[config.mk]
export PLATFORM = sky130hd
export DESIGN_NAME = linear_interp_pitch_resampler
export DESIGN_NICKNAME = d
export VERILOG_FILES = /design/src/sv/lip_pkg.sv /design/src/sv/lip_lerp_unit.sv /design/src/sv/linear_interp_pitch_resampler.sv
export SDC_FILE = /design/constraint.sdc
export NUM_CORES = 1
export LEC_CHECK = 0
export ABC_AREA = 1
export ABC_CLOCK_PERIOD_IN_PS = 24700
export BUFFER_PORTS_ARGS = -buffer_cell sky130_fd_sc_hd__buf_2
export CORE_MARGIN = 5
export CORE_UTILIZATION = 25
export DETAILED_ROUTE_END_ITERATION = 16
export HOLD_SLACK_MARGIN = 0.08
export PLACE_DENSITY = 0.39
export SLEW_MARGIN = 20
export SYNTH_ARGS = -nofsm -noshare
export SYNTH_HDL_FRONTEND = slang
export SYNTH_SLANG_ARGS = --single-unit
export TNS_END_PERCENT = 1
[constraint.sdc]
create_clock -name clk_i -period 24.7 [get_ports clk_i]
set_input_delay 1.235 -clock clk_i [delete_from_list [all_inputs] [get_ports clk_i]]
set_output_delay 1.235 -clock clk_i [all_outputs]
set_load 0.03 [all_outputs]
[src/sv/lip_pkg.sv]
// Shared types and constants for the linear interpolation pitch resampler.
package lip_pkg;

  // Fixed-point widths.
  localparam int unsigned SAMPLE_W = 16;
  localparam int unsigned PHASE_W  = 19;
  localparam int unsigned FRAC_W   = 16;
  localparam int unsigned CFG_IDX_W  = 2;
  localparam int unsigned CFG_DATA_W = 19;
  localparam int unsigned CHAN_W     = 2;

  // Phase value of one input frame and the lower pitch bound (0.1).
  localparam logic [PHASE_W-1:0] ONE_Q16      = 19'd65536;
  localparam logic [PHASE_W-1:0] MIN_STEP_Q16 = 19'd6554;

  // Register reset values.
  localparam logic [PHASE_W-1:0] PITCH_RESET = 19'd65536;
  localparam logic [CHAN_W-1:0]  CHAN_RESET  = 2'd1;

  // Configuration register indexes.
  localparam logic [CFG_IDX_W-1:0] REG_PITCH_STEP    = 2'd0;
  localparam logic [CFG_IDX_W-1:0] REG_CHANNEL_COUNT = 2'd1;

  // One input frame.
  typedef struct packed {
    logic signed [SAMPLE_W-1:0] sample_0;
    logic signed [SAMPLE_W-1:0] sample_1;
  } in_item_t;

  // One interpolated output frame.
  typedef struct packed {
    logic signed [SAMPLE_W-1:0] out_0;
    logic signed [SAMPLE_W-1:0] out_1;
    logic                       last_of_run;
  } out_item_t;

endpackage

[src/sv/lip_lerp_unit.sv]
// Shared interpolation unit: registered multiply, then round and add.
module lip_lerp_unit
  import lip_pkg::*;
(
  input  logic                       clk_i,
  input  logic                       ld_i,
  input  logic signed [SAMPLE_W-1:0] prev_i,
  input  logic signed [SAMPLE_W-1:0] cur_i,
  input  logic        [FRAC_W-1:0]   alpha_i,
  output logic signed [SAMPLE_W-1:0] res_o
);

  logic signed [SAMPLE_W:0]     diff;
  logic signed [2*SAMPLE_W+1:0] prod_d;
  logic signed [2*SAMPLE_W+1:0] prod_q;
  logic signed [SAMPLE_W-1:0]   prev_q;
  logic signed [2*SAMPLE_W+1:0] rounded;

  // Difference of the two frames times the phase fraction.
  assign diff   = SAMPLE_W'(0) + (SAMPLE_W+1)'(cur_i) - (SAMPLE_W+1)'(prev_i);
  assign prod_d = (2*SAMPLE_W+2)'(diff) * (2*SAMPLE_W+2)'($signed({1'b0, alpha_i}));

  // Product and base sample are held until the next load.
  always_ff @(posedge clk_i) begin
    if (ld_i) begin
      prod_q <= prod_d;
      prev_q <= prev_i;
    end
  end

  // Round to nearest with ties up, floor shift, then add the base sample.
  assign rounded = prod_q + (2*SAMPLE_W+2)'(32768);
  assign res_o   = prev_q + rounded[FRAC_W +: SAMPLE_W];

endmodule

[src/sv/linear_interp_pitch_resampler.sv]
// Top level of the linear interpolation pitch resampler.
//
// Frames of one or two Q1.15 samples arrive on the in channel (valid/ready).
// Each frame produces zero or more interpolated frames on the out channel,
// the last one flagged by last_of_run. The first frame after reset only
// primes the previous-frame store and produces nothing.
// Pitch (Q3.16) and channel count are written through the cfg channel, which
// is always ready; writes are meant to happen only while the block is idle.
// One multiplier is shared by both channels. Each output frame passes three
// steps: channel zero multiply, channel one multiply, write to the output
// register. The in channel is ready only while the sequencer is idle; the
// output register lets the sequencer return to idle while the last result
// still waits for the receiver. If the receiver stalls, the sequencer waits
// in its write step with all state held.
// Reset clears the phase, the previous frame, the primed flag and the output
// valid, returns the sequencer to idle, and restores pitch 1.0 and mono operation.
module linear_interp_pitch_resampler
  import lip_pkg::*;
#(
  parameter int MAX_STEP = 4,
  parameter int CHANNELS = 2
) (
  input  logic                  clk_i,
  input  logic                  rst_ni,
  input  logic                  in_valid_i,
  output logic                  in_ready_o,
  input  in_item_t              in_data_i,
  output logic                  out_valid_o,
  input  logic                  out_ready_i,
  output out_item_t             out_data_o,
  input  logic                  cfg_valid_i,
  output logic                  cfg_ready_o,
  input  logic [CFG_IDX_W-1:0]  cfg_index_i,
  input  logic [CFG_DATA_W-1:0] cfg_data_i
);

  localparam logic [PHASE_W:0] STEP_MAX  = (PHASE_W+1)'(MAX_STEP * 65536);
  localparam logic             STEREO_OK = (CHANNELS >= 2);

  // Sequencer states.
  localparam logic [1:0] S_IDLE = 2'd0;
  localparam logic [1:0] S_CH0  = 2'd1;
  localparam logic [1:0] S_CH1  = 2'd2;
  localparam logic [1:0] S_WR   = 2'd3;

  logic [1:0]           state_q, state_d;
  logic [PHASE_W-1:0]   pitch_q;
  logic [CHAN_W-1:0]    chan_q;
  logic [PHASE_W-1:0]   phase_q, phase_d;
  logic                 primed_q, primed_d;
  in_item_t             prev_q, prev_d;
  in_item_t             cur_q, cur_d;
  logic signed [SAMPLE_W-1:0] r0_q, r0_d;
  logic                 out_valid_q, out_valid_d;
  out_item_t            out_q, out_d;

  logic [PHASE_W-1:0]   step_eff;
  logic                 stereo;
  logic [PHASE_W-1:0]   phase_next;
  logic                 in_xfer;
  logic                 out_free;
  logic                 unit_ld;
  logic                 unit_sel;
  logic signed [SAMPLE_W-1:0] unit_prev, unit_cur, unit_res;

  assign cfg_ready_o = 1'b1;
  assign in_ready_o  = (state_q == S_IDLE);
  assign in_xfer     = in_valid_i && in_ready_o;
  assign out_valid_o = out_valid_q;
  assign out_data_o  = out_q;
  assign out_free    = !out_valid_q || out_ready_i;

  // Saturate the pitch step and resolve the active channel count.
  always_comb begin
    if (pitch_q < MIN_STEP_Q16) begin
      step_eff = MIN_STEP_Q16;
    end else if ({1'b0, pitch_q} > STEP_MAX) begin
      step_eff = STEP_MAX[PHASE_W-1:0];
    end else begin
      step_eff = pitch_q;
    end
  end
  assign stereo     = STEREO_OK && (chan_q >= 2'd2);
  assign phase_next = phase_q + step_eff;

  // Shared unit input select.
  assign unit_prev = unit_sel ? prev_q.sample_1 : prev_q.sample_0;
  assign unit_cur  = unit_sel ? cur_q.sample_1 : cur_q.sample_0;

  lip_lerp_unit u_lerp (
    .clk_i   (clk_i),
    .ld_i    (unit_ld),
    .prev_i  (unit_prev),
    .cur_i   (unit_cur),
    .alpha_i (phase_q[FRAC_W-1:0]),
    .res_o   (unit_res)
  );

  // Sequencer and output register control.
  always_comb begin
    state_d     = state_q;
    phase_d     = phase_q;
    primed_d    = primed_q;
    prev_d      = prev_q;
    cur_d       = cur_q;
    r0_d        = r0_q;
    out_d       = out_q;
    out_valid_d = out_valid_q && !out_ready_i;
    unit_ld     = 1'b0;
    unit_sel    = 1'b0;
    case (state_q)
      S_IDLE: begin
        if (in_xfer && (chan_q != '0)) begin
          if (!primed_q) begin
            prev_d   = in_data_i;
            primed_d = 1'b1;
          end else begin
            cur_d   = in_data_i;
            state_d = S_CH0;
          end
        end
      end
      S_CH0: begin
        if (phase_q >= ONE_Q16) begin
          // Phase already past this frame: no output, just advance.
          phase_d = phase_q - ONE_Q16;
          prev_d  = cur_q;
          state_d = S_IDLE;
        end else begin
          unit_ld = 1'b1;
          state_d = S_CH1;
        end
      end
      S_CH1: begin
        r0_d     = unit_res;
        unit_ld  = 1'b1;
        unit_sel = 1'b1;
        state_d  = S_WR;
      end
      S_WR: begin
        if (out_free) begin
          out_valid_d       = 1'b1;
          out_d.out_0       = r0_q;
          out_d.out_1       = stereo ? unit_res : '0;
          out_d.last_of_run = (phase_next >= ONE_Q16);
          if (phase_next >= ONE_Q16) begin
            phase_d = phase_next - ONE_Q16;
            prev_d  = cur_q;
            state_d = S_IDLE;
          end else begin
            phase_d = phase_next;
            state_d = S_CH0;
          end
        end
      end
      default: begin
        state_d = S_IDLE;
      end
    endcase
  end

  // Control state.
  always_ff @(posedge clk_i or negedge rst_ni) begin
    if (!rst_ni) begin
      state_q     <= S_IDLE;
      phase_q     <= '0;
      primed_q    <= 1'b0;
      prev_q      <= '0;
      out_valid_q <= 1'b0;
      pitch_q     <= PITCH_RESET;
      chan_q      <= CHAN_RESET;
    end else begin
      state_q     <= state_d;
      phase_q     <= phase_d;
      primed_q    <= primed_d;
      prev_q      <= prev_d;
      out_valid_q <= out_valid_d;
      // Configuration register transfers.
      if (cfg_valid_i) begin
        case (cfg_index_i)
          REG_PITCH_STEP:    pitch_q <= cfg_data_i;
          REG_CHANNEL_COUNT: chan_q  <= cfg_data_i[CHAN_W-1:0];
          default:           ;
        endcase
      end
    end
  end

  // Payload registers.
  always_ff @(posedge clk_i) begin
    cur_q <= cur_d;
    r0_q  <= r0_d;
    out_q <= out_d;
  end

endmodule
==> impl_metrics.env <==
export IMPL_drv_slew=0
export IMPL_maxCapViolations=0
export IMPL_critPathArrivalTime_ns=9.90
export IMPL_cts_clk_slew_worst_paths_ns=0.08
export IMPL_synth_distinct_cells=55
export IMPL_fmax_mhz=103
export IMPL_gp_congestion=0.865
export IMPL_antenna_found_initial=3
export IMPL_cp_end_kind="flip-flop"
export IMPL_die_height_um=298
export IMPL_worstHoldStart="r0_q[12]"
export IMPL_cts_sinks=190
export IMPL_port_buffer_count=92
export IMPL_rows=105
export IMPL_hold_violations=0
export IMPL_syn_inst=2487
export IMPL_setup_viol=0
export IMPL_grt_pass1_vias=16800
export IMPL_via_per_inst=4.41
export IMPL_r2r_start="state_q[0]"
export IMPL_seq_area_frac_synth_pct=25.7
export IMPL_vias=16000
export IMPL_die_area_um2=88800
export IMPL_overflow=0
export IMPL_crit_type="reg -> reg"
export IMPL_drive_above_1_share_pct=7.72
export IMPL_hpwlAfterDp_um=52600
export IMPL_outcome="complete, no violations"
export IMPL_synth_top_area_share_pct=25.5
export IMPL_crit_path_start="state_q[0]"
export IMPL_nNetsFinal=3014
export IMPL_synth_area_um2=20700
export IMPL_critPathLaunchType="flip-flop"
export IMPL_finClkSkew_ns=0.0184
export IMPL_slew_limit_headroom_pct=31.6
export IMPL_synthesis_nets=2950
export IMPL_synth_seq_cells=190
export IMPL_cts_buffers=17
export IMPL_first_iter_violations=983
export IMPL_syn2layout_area_growth_pct=11.2
export IMPL_wire_per_inst_um=17.6
export IMPL_cts_tree="built"
export IMPL_synth_top_cell_by_area="fa_1"
export IMPL_critPathMaxStageDelay_ns=0.68
export IMPL_cts_hold_buf=0
export IMPL_hp_class="reg -> reg"
export IMPL_setup_tns_ns=0
export IMPL_fin_crit_ns=9.68
export IMPL_fin_crit_sh_pct=39.2
export IMPL_die_w_um=298
export IMPL_antenna_cells=0
export IMPL_ys_warnings_count=0
export IMPL_path_max_fanout=19
export IMPL_grt_max_degree=69
export IMPL_root_buffer="clkbuf_16"
export IMPL_clockBufferDepth=2
export IMPL_htree_levels=4
export IMPL_worst_slew_pin_transition_ns=1.03
export IMPL_syn_area_per_cell_um2=8.33
export IMPL_drc=0
export IMPL_post_cts_buffers=0
export IMPL_start_util_pct=25.2
export IMPL_track_usage_pct=14.5
export IMPL_pin_count=94
export IMPL_rsz0062_at_grt="no"
export IMPL_wl_um=63900
export IMPL_insertion_delay_ns=0.49
export IMPL_first_pass_iters=5
export IMPL_core_um2=82100
export IMPL_postRouteAntennaNets=0
export IMPL_post_cts_resized_instances=0
export IMPL_cp_slowest_cell="xor2_1"
export IMPL_grt_pass1_wl_um=100000
export IMPL_n_fill_cell=8833
export IMPL_ys_top_cells_by_area="fa_1 26%, edfxtp_1 17%, nand2_1 10%"
export IMPL_crit_required_ns=24.92
[through the flow]
step,instance area (um^2),std cells,setup slack [ns],hold slack (ns),utilization (%)
floorplan,20700,2487,16.56,0.400,-
global placement,22400,3601,15.12,0.406,27.3
detailed placement,22400,3601,15.00,0.405,27.3
CTS,23000,3633,14.96,0.419,28.0
global route,23000,3634,14.22,0.429,28.1
finish,23000,3634,15.02,0.420,28.1
[logic make-up after synthesis]
kind of cell	after synthesis	synth area share, %
AOI/OAI and AO/OA	229	5.97
and+or+nand+nor	982	19.6
DFF	190	25.7
buffers and inverters	599	11.0
muxes	9	0.489
other	1	0.0181
xor gates and xnor gates	72	3.12
adders and majority gates	405	34.0
[synthesized netlist by cell type (all sizes together)]
master and count:
a211oi 5, a21bo 1, a21boi 3, a21o 6
a21oi 94, a31oi 3, and2 1, and3 1
buf 14, clkbuf 44, clkinv 13, conb 1
dfrtp 74, dfstp 2, edfxtp 114, fa 264
ha 141, inv 528, mux2 9, nand2 558
nand3 105, nand3b 8, nand4 20, nor2 243
nor3 11, nor3b 3, nor4 5, o2111ai 1
o211a 1, o211ai 2, o21a 3, o21ai 105
o21bai 2, o22ai 2, o31ai 1, or2 27
xnor2 29, xor2 43
[flip-flops by register name (all words and copies together) (netlist names), 2 cells and up, named ones only]
register,flops
phase_q,19
cur_q,32
prev_q,32
r0_q,16
chan_q,2
pitch_q,19
u_lerp.prev_q,16
u_lerp.prod_q,17
out_data_o,33
[final timing paths]
check	endpoint	slack, ns	cells after the start
worst max-delay path	u_lerp.prod_q[21]	15.02	33
worst min-delay path	out_data_o[29]	0.42	0
worst max register to register	u_lerp.prod_q[21]	15.02	33
worst min register to register	out_data_o[29]	0.42	0
max in group asynchronous	pitch_q[16]	23.26	3
min in group asynchronous	prev_q[24]	0.56	1
[cell type report]
type	instances	area, um^2	area share, %
Multi-Input combinational cell	1698	13100	57.0
Sequential cell	190	5330	23.1
Inverter	541	2030	8.81
Tap cell	1070	1340	5.81
Timing Repair Buffer	103	566	2.45
Clock buffer	18	450	1.95
Clock inverter	14	189	0.820
[routing by layer]
metal / share of wire (%) / up-vias / global-route usage (%) / routed length (um)
li1: - / 7743 / - / -
met1: 49 / 7921 / 20.6 / 31000
met2: 46 / 325 / 23.6 / 29100
met3: 4.2 / 50 / 2.29 / 2700
met4: 1.7 / 0 / 3.26 / 1110
met5: 0 / - / 0 / 0
[layout by cell type, fill, tap and decap left out, drive strengths merged, types with 3 or more instances in the layout]
| master | n |
|---|---|
| nand2 | 558 |
| inv | 536 |
| fa | 264 |
| nor2 | 243 |
| ha | 141 |
| edfxtp | 114 |
| nand3 | 105 |
| o21ai | 105 |
| buf | 103 |
| a21oi | 94 |
| dfrtp | 74 |
| xor2 | 43 |
| xnor2 | 29 |
| or2 | 27 |
| nand4 | 20 |
| clkbuf | 18 |
| clkinv | 17 |
| nor3 | 11 |
| mux2 | 9 |
| nand3b | 8 |
| a21o | 6 |
| nor4 | 5 |
| a211oi | 5 |
| o21a | 3 |
| a31oi | 3 |
| nor3b | 3 |
| a21boi | 3 |
[critical path, delay by kind of cell (launching register included)]
kind | cells | cell delay [ns]
buf+inv | 7 | 1.28
xor+xnor | 2 | 0.77
fa+ha+maj | 9 | 4.01
compound gates | 7 | 1.48
simple gates | 8 | 1.39
flops | 1 | 0.44
Power is left out: the tool's default activity adds up to more than one toggle a clock period on the data nets, which glitch-free logic cannot reach.
